### config.mk
export PLATFORM = sky130hd
export DESIGN_NAME = sector_cache_lru_tags
export DESIGN_NICKNAME = d
export VERILOG_FILES = /design/src/rtl/core/sclt_pkg.sv /design/src/rtl/core/sclt_cell.sv /design/src/rtl/core/sector_cache_lru_tags.sv
export SDC_FILE = /design/constraint.sdc
export NUM_CORES = 1
export LEC_CHECK = 0
export ABC_AREA = 1
export BUFFER_PORTS_ARGS = -buffer_cell sky130_fd_sc_hd__buf_2
export CORE_AREA = 2 2 244 246
export CTS_BUF_LIST = sky130_fd_sc_hd__clkbuf_4
export CTS_CLUSTER_SIZE = 24
export DETAILED_ROUTE_END_ITERATION = 10
export DIE_AREA = 0 0 246 248
export PLACE_DENSITY = 0.44
export SYNTH_ARGS = -nofsm -noshare
export SYNTH_HDL_FRONTEND = slang
export SYNTH_SLANG_ARGS = --single-unit
### constraint.sdc
create_clock -name clk -period 3.52 [get_ports clk]
set_input_delay 0.176 -clock clk [delete_from_list [all_inputs] [get_ports clk]]
set_output_delay 0.176 -clock clk [all_outputs]
set_load 0.05 [all_outputs]
### src/rtl/core/sclt_pkg.sv
// ----------------------------------------------------------------------------
// sclt_pkg: shared types and constants of the sector cache tag controller
// Request codes, field widths and the scan chain record passed cell to cell.
// ----------------------------------------------------------------------------
`default_nettype none

package sclt_pkg;

	localparam int ADDR_W = 32;
	localparam int UNIT_W = 8;
	localparam int SLOT_W = 3;

	// request function codes
	localparam logic FUNC_LOOKUP = 1'b0;
	localparam logic FUNC_FILL   = 1'b1;

	// scan record rippling from cell 0 upward
	typedef struct packed {
		logic match_seen;   // a lower cell already matched
		logic victim_seen;  // a lower cell already holds the last rank
	} scan_t;

endpackage

`default_nettype wire

### src/rtl/core/sclt_cell.sv
// ----------------------------------------------------------------------------
// sclt_cell: one cache entry of the tag controller
// Holds tag, unit, valid and recency rank; compares against the current
// request and joins the scan and pick chains to its neighbors.
// ----------------------------------------------------------------------------
`default_nettype none

module sclt_cell #(
	parameter int WAYS = 6,
	parameter int IDX  = 0
) (
	input  wire                                  clk,
	input  wire                                  arst_n,
	input  wire                                  en,
	input  wire                                  func,
	input  wire  [sclt_pkg::ADDR_W-1:0]          addr,
	input  wire  [sclt_pkg::UNIT_W-1:0]          unit,
	input  wire  sclt_pkg::scan_t                scan_in,
	output sclt_pkg::scan_t                      scan_out,
	input  wire                                  any_hit,
	input  wire  [$clog2(WAYS)-1:0]              pick_rank_in,
	output logic [$clog2(WAYS)-1:0]              pick_rank_out,
	input  wire  [$clog2(WAYS)-1:0]              pick_idx_in,
	output logic [$clog2(WAYS)-1:0]              pick_idx_out,
	input  wire  [$clog2(WAYS)-1:0]              chosen_rank
);
	import sclt_pkg::*;

	localparam int RW = $clog2(WAYS);

	logic [ADDR_W-1:0] tag_addr_q;
	logic [UNIT_W-1:0] tag_unit_q;
	logic              valid_q;
	logic [RW-1:0]     rank_q;
	logic              match;
	logic              is_last;
	logic              sel;

	assign match   = valid_q && (tag_addr_q == addr) && (tag_unit_q == unit);
	assign is_last = (rank_q == RW'(WAYS - 1));

	// hit takes the lowest matching cell; fill miss takes the least recent
	assign sel = any_hit ? (match && !scan_in.match_seen)
	                     : ((func == FUNC_FILL) && is_last && !scan_in.victim_seen);

	assign scan_out.match_seen  = scan_in.match_seen  | match;
	assign scan_out.victim_seen = scan_in.victim_seen | is_last;

	assign pick_rank_out = pick_rank_in | (sel ? rank_q : '0);
	assign pick_idx_out  = pick_idx_in  | (sel ? RW'(IDX) : '0);

	always_ff @(posedge clk or negedge arst_n) begin
		if (!arst_n) begin
			valid_q <= 1'b0;
			rank_q  <= RW'(IDX);
		end else if (en) begin
			if (sel) begin
				rank_q <= '0;
				if (func == FUNC_FILL) begin
					valid_q <= 1'b1;
				end
			end else if (rank_q < chosen_rank) begin
				rank_q <= RW'(rank_q + 1'b1);
			end
		end
	end

	always_ff @(posedge clk) begin
		if (en && sel && (func == FUNC_FILL)) begin
			tag_addr_q <= addr;
			tag_unit_q <= unit;
		end
	end

endmodule

`default_nettype wire

### src/rtl/core/sector_cache_lru_tags.sv
// ----------------------------------------------------------------------------
// sector_cache_lru_tags: tag and LRU controller of a fully associative cache
// Request register feeding a row of entry cells linked by scan/pick chains.
// ----------------------------------------------------------------------------
// Usage:
//  Request channel (req_valid / req_stall) carries func, sector_address and
//  unit_number; func selects lookup or fill. Response channel
//  (rsp_valid / rsp_stall) returns hit and slot, one response per request,
//  in request order.
//  A request taken is held in the request register, then evaluated into the
//  response register, which drives the ports.
//  Throughput: one request per cycle while rsp_stall is low. The request
//  register evaluates against the entry row combinationally; tag compares
//  run in parallel in the cells and the priority pick ripples cell to cell
//  along the row. Back to back requests see the tags and ranks left by the
//  one before. Reset clears every entry's valid bit and sets entry i to
//  rank i; no entry matches until filled. No clearing pass is needed.
//  When the receiver stalls, the response register holds; the request
//  register keeps one more request, then req_stall rises until the
//  response is taken.
// ----------------------------------------------------------------------------
`default_nettype none

module sector_cache_lru_tags #(
	parameter int WAYS = 6
) (
	input  wire                              clk,
	input  wire                              arst_n,
	input  wire                              req_valid,
	output logic                             req_stall,
	input  wire                              func,
	input  wire  [sclt_pkg::ADDR_W-1:0]      sector_address,
	input  wire  [sclt_pkg::UNIT_W-1:0]      unit_number,
	output logic                             rsp_valid,
	input  wire                              rsp_stall,
	output logic                             hit,
	output logic [sclt_pkg::SLOT_W-1:0]      slot
);
	import sclt_pkg::*;

	localparam int RW = $clog2(WAYS);

	// request register
	logic              valid_s1;
	logic              func_s1;
	logic [ADDR_W-1:0] addr_s1;
	logic [UNIT_W-1:0] unit_s1;

	// response register
	logic              rsp_valid_q;
	logic              hit_q;
	logic [SLOT_W-1:0] slot_q;

	logic              advance;
	logic              accept;

	// chains through the row of cells
	scan_t             scan [WAYS+1];
	logic [RW-1:0]     pick_rank [WAYS+1];
	logic [RW-1:0]     pick_idx [WAYS+1];
	logic              any_hit;

	// the request in s1 evaluates when the response register is free or draining
	assign advance   = valid_s1 && (!rsp_valid_q || !rsp_stall);
	assign req_stall = valid_s1 && !advance;
	assign accept    = req_valid && !req_stall;

	always_ff @(posedge clk or negedge arst_n) begin
		if (!arst_n) begin
			valid_s1 <= 1'b0;
		end else if (accept) begin
			valid_s1 <= 1'b1;
		end else if (advance) begin
			valid_s1 <= 1'b0;
		end
	end

	always_ff @(posedge clk) begin
		if (accept) begin
			func_s1 <= func;
			addr_s1 <= sector_address;
			unit_s1 <= unit_number;
		end
	end

	assign scan[0]      = '0;
	assign pick_rank[0] = '0;
	assign pick_idx[0]  = '0;
	assign any_hit      = scan[WAYS].match_seen;

	for (genvar i = 0; i < WAYS; i++) begin : g_cell
		sclt_cell #(
			.WAYS (WAYS),
			.IDX  (i)
		) u_cell (
			.clk           (clk),
			.arst_n        (arst_n),
			.en            (advance),
			.func          (func_s1),
			.addr          (addr_s1),
			.unit          (unit_s1),
			.scan_in       (scan[i]),
			.scan_out      (scan[i+1]),
			.any_hit       (any_hit),
			.pick_rank_in  (pick_rank[i]),
			.pick_rank_out (pick_rank[i+1]),
			.pick_idx_in   (pick_idx[i]),
			.pick_idx_out  (pick_idx[i+1]),
			.chosen_rank   (pick_rank[WAYS])
		);
	end

	always_ff @(posedge clk or negedge arst_n) begin
		if (!arst_n) begin
			rsp_valid_q <= 1'b0;
		end else if (advance) begin
			rsp_valid_q <= 1'b1;
		end else if (!rsp_stall) begin
			rsp_valid_q <= 1'b0;
		end
	end

	// nothing is picked on a lookup miss, so the index chain reads zero
	always_ff @(posedge clk) begin
		if (advance) begin
			hit_q  <= any_hit;
			slot_q <= SLOT_W'(pick_idx[WAYS]);
		end
	end

	assign rsp_valid = rsp_valid_q;
	assign hit       = hit_q;
	assign slot      = slot_q;

endmodule

`default_nettype wire
# Word level (Yosys, flattened, before mapping)
# Cells that the tools add are included.
[word_totals]
regBits = 311
inputBits = 45
output_inout_bits = 6
word_cells = 190
[op_classes]
addsub = 6
magnitude_cmp = 6
n_eq_ne = 19
n_mux = 33
bitwise = 18
reduce_logical = 77
[ops]
columns = ["cell", "n"]
rows = [
  ["$eq 32x32->1", 6],
  ["$mux 3", 20],
  ["$eq 8x8->1", 6],
  ["$logic_and 1x1->1", 43],
  ["$or 3x3->3", 8],
  ["$add 3x1->3 const B", 6],
  ["$eq 3x3->1 const B", 6],
  ["$lt 3x3->1", 6],
  ["$reduce_and 3->1", 6],
  ["$logic_not 1->1", 14],
  ["$reduce_bool 2->1", 7],
  ["$reduce_and 2->1", 6],
  ["$mux 1", 11],
  ["$or 1x1->1", 9],
  ["$mux 2", 2],
  ["$or 1x3->3", 1],
  ["$ne 2x1->1 const B", 1],
  ["$logic_or 1x1->1", 1],
]

# Longest topological paths before layout
[logic_depth]
word_depth = 18
mapped_depth = 26
mapped_depth_nobuf = 25

# By module
# Synthesis repeated with hierarchy kept, for this count alone.
[hier_totals]
hier_cells = 1690
area_unflattened_um2 = 15507.4
[modules_own_cells]
columns = ["mod", "n_inst", "cells_each", "area_per_inst_um2", "seq_area_each_um2"]
rows = [
  ["sclt_cell at g_cell[3].u_cell ...", 2, 272, 2344.7, 1303.8],
  ["sclt_cell at g_cell[2].u_cell ...", 2, 272, 2341.0, 1302.5],
  ["sclt_cell at g_cell[0].u_cell", 1, 278, 2356.0, 1301.2],
  ["sclt_cell at g_cell[1].u_cell", 1, 266, 2329.7, 1302.5],
  ["sector_cache_lru_tags", 1, 58, 1450.1, 1401.3],
]

# Worst setup path before layout
# Ideal clock, no wire load.
[synth_timing]
path_type = "reg2reg"
from = "register addr_s1[0]"
to = "register g_cell[3].u_cell.tag_addr_q[0] (enable)"
setup_ns = 0.438
t_arrival_ns = 3.413
required_ns = 3.082
setup_slack_ns = -0.331
stages_incl_launch_ff = 11
path_buffers = 1
period_less_slack_ns = 3.851
cell_sequence = "edfxtp_1 > buf_4 > inv_1 > o21ai_0 > nor4_2 > nand3_1 > nor2_4 > nand4_1 > nand2_4 > inv_1 > nor2_1"
[synth_via]
elab_chain_len = 11
elab_cells_between_ends = 28
classes_between = "eq/ne: 6; mux: 1; bitwise: 5; reduce/logical: 16"
[synth_rtl]
columns = ["item", "line", "source"]
rows = [
  ["start: declaration", "sector_cache_lru_tags.sv:46", "logic [ADDR_W-1:0] addr_s1;"],
  ["start signal: assignment", "sector_cache_lru_tags.sv:81", "addr_s1 <= sector_address;"],
  ["$eq 32x32->1", "sclt_cell.sv:39", "assign match = valid_q && (tag_addr_q == addr) && (tag_unit_q == unit);"],
  ["$logic_and 1x1->1 (2 in series)", "sclt_cell.sv:39", ""],
  ["$or 1x1->1 (5 in series)", "sclt_cell.sv:46", "assign scan_out.match_seen = scan_in.match_seen | match;"],
  ["$mux 1 *", "sclt_cell.sv:43", "assign sel = any_hit ? (match && !scan_in.match_seen)"],
  ["$logic_and 1x1->1 * (2 in series)", "sclt_cell.sv:69", "if (en && sel && (func == FUNC_FILL)) begin"],
  ["end signal: assignment", "sclt_cell.sv:70", "tag_addr_q <= addr;"],
  ["end: declaration", "sclt_cell.sv:31", "logic [ADDR_W-1:0] tag_addr_q;"],
]
# Every way passes the cells marked *; elsewhere a longest branch is shown, timed or not.
# A chain may end at the register's enable or synchronous reset.

# Worst setup path after layout
[layout_timing]
from = "register addr_s1[9]"
to = "register g_cell[3].u_cell.rank_q[2]"
[layout_via]
elab_chain_len = 18
elab_cells_between_ends = 54
classes_between = "order compare: 1; eq/ne: 6; mux: 13; bitwise: 10; reduce/logical: 24"
[layout_rtl]
columns = ["item", "line", "source"]
rows = [
  ["$eq 32x32->1", "sclt_cell.sv:39", ""],
  ["$logic_and 1x1->1 (2 in series)", "sclt_cell.sv:39", ""],
  ["$or 1x1->1 (4 in series)", "sclt_cell.sv:46", ""],
  ["$or 1x1->1 *", "sclt_cell.sv:46", ""],
  ["net any_hit", "sector_cache_lru_tags.sv:61", "logic any_hit;"],
  ["$mux 1", "sclt_cell.sv:43", ""],
  ["$mux 3", "sclt_cell.sv:49", "assign pick_rank_out = pick_rank_in | (sel ? rank_q : '0);"],
  ["$or 3x3->3 (5 in series)", "sclt_cell.sv:49", ""],
  ["$lt 3x3->1", "sclt_cell.sv:62", "end else if (rank_q < chosen_rank) begin"],
  ["$reduce_bool 2->1 (no source line)", "-", ""],
  ["$reduce_and 2->1 (no source line)", "-", ""],
  ["end signal: assignment", "sclt_cell.sv:55", "rank_q <= RW'(IDX);"],
  ["end signal: assignment", "sclt_cell.sv:63", "rank_q <= RW'(rank_q + 1'b1);"],
  ["end: declaration", "sclt_cell.sv:34", "logic [RW-1:0] rank_q;"],
]
# Mark *: on every way through the listed nets, which the timed path passes. The rest lies on a longest branch.

==> impl_metrics.tcl <==
set metrics [dict create \
    cts_sinks 311 \
    design_area_um2 18700 \
    drt_iter0_drc 894 \
    fin_util_pct 32.0 \
    clk_latency_ns 0.87 \
    drc 0 \
    post-synth-top-area-cell "edfxtp_1" \
    min_path_cells 2 \
    dp_hpwl_um 37200 \
    core_um2 58500 \
    critPathMaxFanout 9 \
    crit_top_cell "nand2_1" \
    gp_congestion 0.901 \
    clkPwrFrac_pct 33.3 \
    path_class "reg -> reg" \
    multiInputGateArea_um2 4450 \
    outcome "completed" \
    yosysWarningCount 0 \
    nFillCells 6131 \
    avgRoutedWirePerCell_um 20.0 \
    min_path_type "in -> reg" \
    setup_viol 0 \
    worstMarginPinSlew_ns 0.727 \
    cts_tree "yes" \
    grt_pass1_wl_um 74800 \
    skew_ns 0.0847 \
    grt_max_degree 42 \
    seqCellArea_um2 9220 \
    num_vias 11100 \
    grt_overflow 0 \
    fin_crit_sh_pct 92.7 \
    placed_area_um2 16600 \
    worstHoldEndpoint "addr_s1[18]$_DFFE_PP_" \
    max-vdd-ir-drop_uv 183 \
    clk_pin_slew_ns 0.06 \
    slew_violations 0 \
    synthCells 1395 \
    crit_slowest_cell "edfxtp_1" \
    io_pins 51 \
    start_kind "register" \
    synth_cell_type_count 45 \
    seqPwrFrac_pct 45.0 \
    wl_um 51400 \
    comb_power_share_pct 21.7 \
    fmax_ghz 0.306 \
    timing.slew.headroom_pct 51.4 \
    viasPerCell 4.33 \
    die_x_um 246 \
    root_buffer "clkbuf_4" \
    netlist_top_cells_area "edfxtp_1, nand2_1, inv_1" \
    ant_nets 0 \
    hold_viol_final 0 \
    grt_setup_unrepaired "yes" \
    port_buffers 50 \
    finalCriticalPeriod_ns 3.26 \
    power_switching_w 0.00337 \
    die_y_um 248 \
    grt_pass1_vias 11100 \
    intPower_w 0.00695 \
    antenna_found_initial 3 \
    die-area_um2 61000 \
    max_stage_delay_ns 0.42 \
    cts_max_level 3 \
    r2r-start "addr_s1[9]$_DFFE_PP_" \
    cp_data_arrival_time_ns 4.01 \
    min_from "sector_address[18]" \
    rrSetupSlack_ns 0.26 \
    r2r.worst_path.cells 21 \
    area_growth_pct 29.1 \
    cp_cell_sequence "buf_4 > nand2_1 > o21ai_0 > nor2_1 > nand3_1 > nor2_2 > buf_4 > nand3_2 > nand3_4 > nor2_8 > nand3_4 > nand2_2 > nand3_1 > nand3_2 > nor2_4 > nor2_1 > nor2_1 > nand2_1 > nand2_1 > nand2_1 > o21ai_1" \
    nNetsFinal 1783 \
    worstPathRequired_ns 4.27 \
    worstSetupEndpointType "register" \
    drive_above_1_share_pct 24.7 \
    netlist_area_um2 14500 \
    max_cap_violations 0 \
    row_count 89 \
    clockBufferDepth 3 \
    sw_frac_of_total_pct 32.6 \
    pwr_density_cell_nw_per_um2 551 \
    dr.pass1.iters 5 \
    syn_nets 1452 \
    avgSynthCellArea_um2 10.4 \
    grt_util_all_layers_pct 17.1 \
    yosysSeqAreaShare_pct 63.6 \
    initial_core_util_pct 24.8 \
    power.leakage_nw 7.76 \
    synth_top_area_share_pct 59.0 \
    ys_ff_latch 311 \
    numCtsBuffers 92 \
    rr_endpoint "g_cell[3].u_cell.rank_q[2]$_DFFE_PN0P_" \
]
critical path: cells and delay by family, from the launching register on:
family	cells	cell delay (ns)
compound gates	2	0.16
flops	1	0.42
simple gates	17	2.23
buf+inv	2	0.32
power by group through the flow:
| stage | Sequential (W) | Clock (W) | Combinational, W |
|---|---|---|---|
| 3_5_place_dp | 0.00472 | 0 | 0.00214 |
| 5_1_grt | 0.00467 | 0.00374 | 0.00250 |
| 2_1_floorplan | 0.00466 | 0 | 0.00131 |
| 3_3_place_gp | 0.00473 | 0 | 0.00214 |
| 6_report | 0.00464 | 0.00344 | 0.00224 |
| 4_1_cts | 0.00465 | 0.00358 | 0.00222 |
cells by family after synthesis:
logic type,Yosys count,synth area share (%)
fa+ha+maj,12,1.04
simple gates,690,21.8
compound gates,93,3.79
buf+inv,228,6.15
xor+xnor,61,3.68
flops,311,63.6
flip-flops by register name, indices dropped and copies added (netlist names):
name and count:
func_s1 1, addr_s1 32, slot 3, hit 1
g_cell.u_cell.rank_q 18, valid_s1 1, g_cell.u_cell.tag_addr_q 192, g_cell.u_cell.tag_unit_q 48
rsp_valid 1, unit_s1 8, g_cell.u_cell.valid_q 6
what timing repair did:
action / CTS / global route
hold buffers: 79 / 0
hold endpoints to repair: 91 / 0
setup buffers: 0 / 16
resized for setup: 0 / 6
setup endpoints to repair: 0 / 18
synth_stat cells, drive strengths merged:
cell and count:
nand2 416, edfxtp 285, inv 209, nor2 107, nand3 69, o21ai 56, nand4 51, xnor2 48
or2 29, dfrtp 19, buf 17, o22ai 15, xor2 13, ha 12, nor3 11, a21oi 9
dfstp 7, o2111ai 6, nor4 4, clkbuf 2, nor3b 2, a211o 1, a211oi 1, a22o 1
nand3b 1, o211a 1, o211ai 1, o21a 1, o221ai 1
worst max-delay path by stage:
stage	start	to	cells after the start
finish	addr_s1[9]$_DFFE_PP_	g_cell[3].u_cell.rank_q[2]$_DFFE_PN0P_	21
global route	addr_s1[17]$_DFFE_PP_	g_cell[3].u_cell.rank_q[2]$_DFFE_PN0P_	23
CTS	unit_s1[3]$_DFFE_PP_	g_cell[3].u_cell.rank_q[2]$_DFFE_PN0P_	22
detailed placement	addr_s1[14]$_DFFE_PP_	g_cell[3].u_cell.rank_q[0]$_DFFE_PN1P_	21
global placement	addr_s1[14]$_DFFE_PP_	g_cell[0].u_cell.rank_q[1]$_DFFE_PN0P_	23
floorplan	addr_s1[0]$_DFFE_PP_	g_cell[3].u_cell.tag_addr_q[0]$_DFFE_PP_	10
final cells by class:
type                            count  area share, %
Inverter                          209           4.23
Clock buffer                      134           5.37
Sequential cell                   311           49.2
Clock inverter                     22          0.575
Tap cell                          773           5.17
Antenna cell                        5         0.0668
Timing Repair Buffer              256           11.6
Multi-Input combinational cell    856           23.8
placed cells by master (no fill, tap or decap), types with 12 or more instances in the layout:
master         Yosys  layout
inv_1            175     172
o21ai_1           16      16
buf_12             0      14
buf_2             11      50
dfrtp_1           19      19
or2_2             16      16
buf_4              6     114
o21ai_0           38      38
o22ai_1           15      15
nand4_1           50      50
edfxtp_1         285     285
dlygate4sd3_1      0      78
xnor2_1           48      48
ha_1              12      12
clkbuf_4           0     134
nand3_1           58      58
nand2_1          393     393
nor2_1            94      86
nand2_2           20      20
clkinv_1           0      15
inv_2             34      36
xor2_1            13      13
layer usage:
| metal | GRT usage [%] | vias to the layer above | share of wire (%) |
|---|---|---|---|
| li1 | - | 5339 | - |
| met1 | 22.6 | 5366 | 45 |
| met2 | 28.3 | 325 | 48 |
| met3 | 3.06 | 72 | 5.3 |
| met4 | 5.65 | 0 | 2.2 |
| met5 | 0 | - | 0 |
through the flow:
stage / hold slack, ns / std cells / power (W) / setup slack (ns) / setup TNS, ns
global placement: 0.254 / 2310 / 0.00688 / 0.160 / 0
floorplan: -0.120 / 1395 / 0.00597 / 0.344 / 0
finish: 0.0754 / 2566 / 0.0103 / 0.256 / 0
global route: -0.00677 / 2566 / 0.0109 / -0.00399 / -0.00399
detailed placement: 0.261 / 2310 / 0.00686 / 0.160 / 0
CTS: 0.00122 / 2545 / 0.0105 / 0.108 / 0
(Power assumes the default switching activity.)
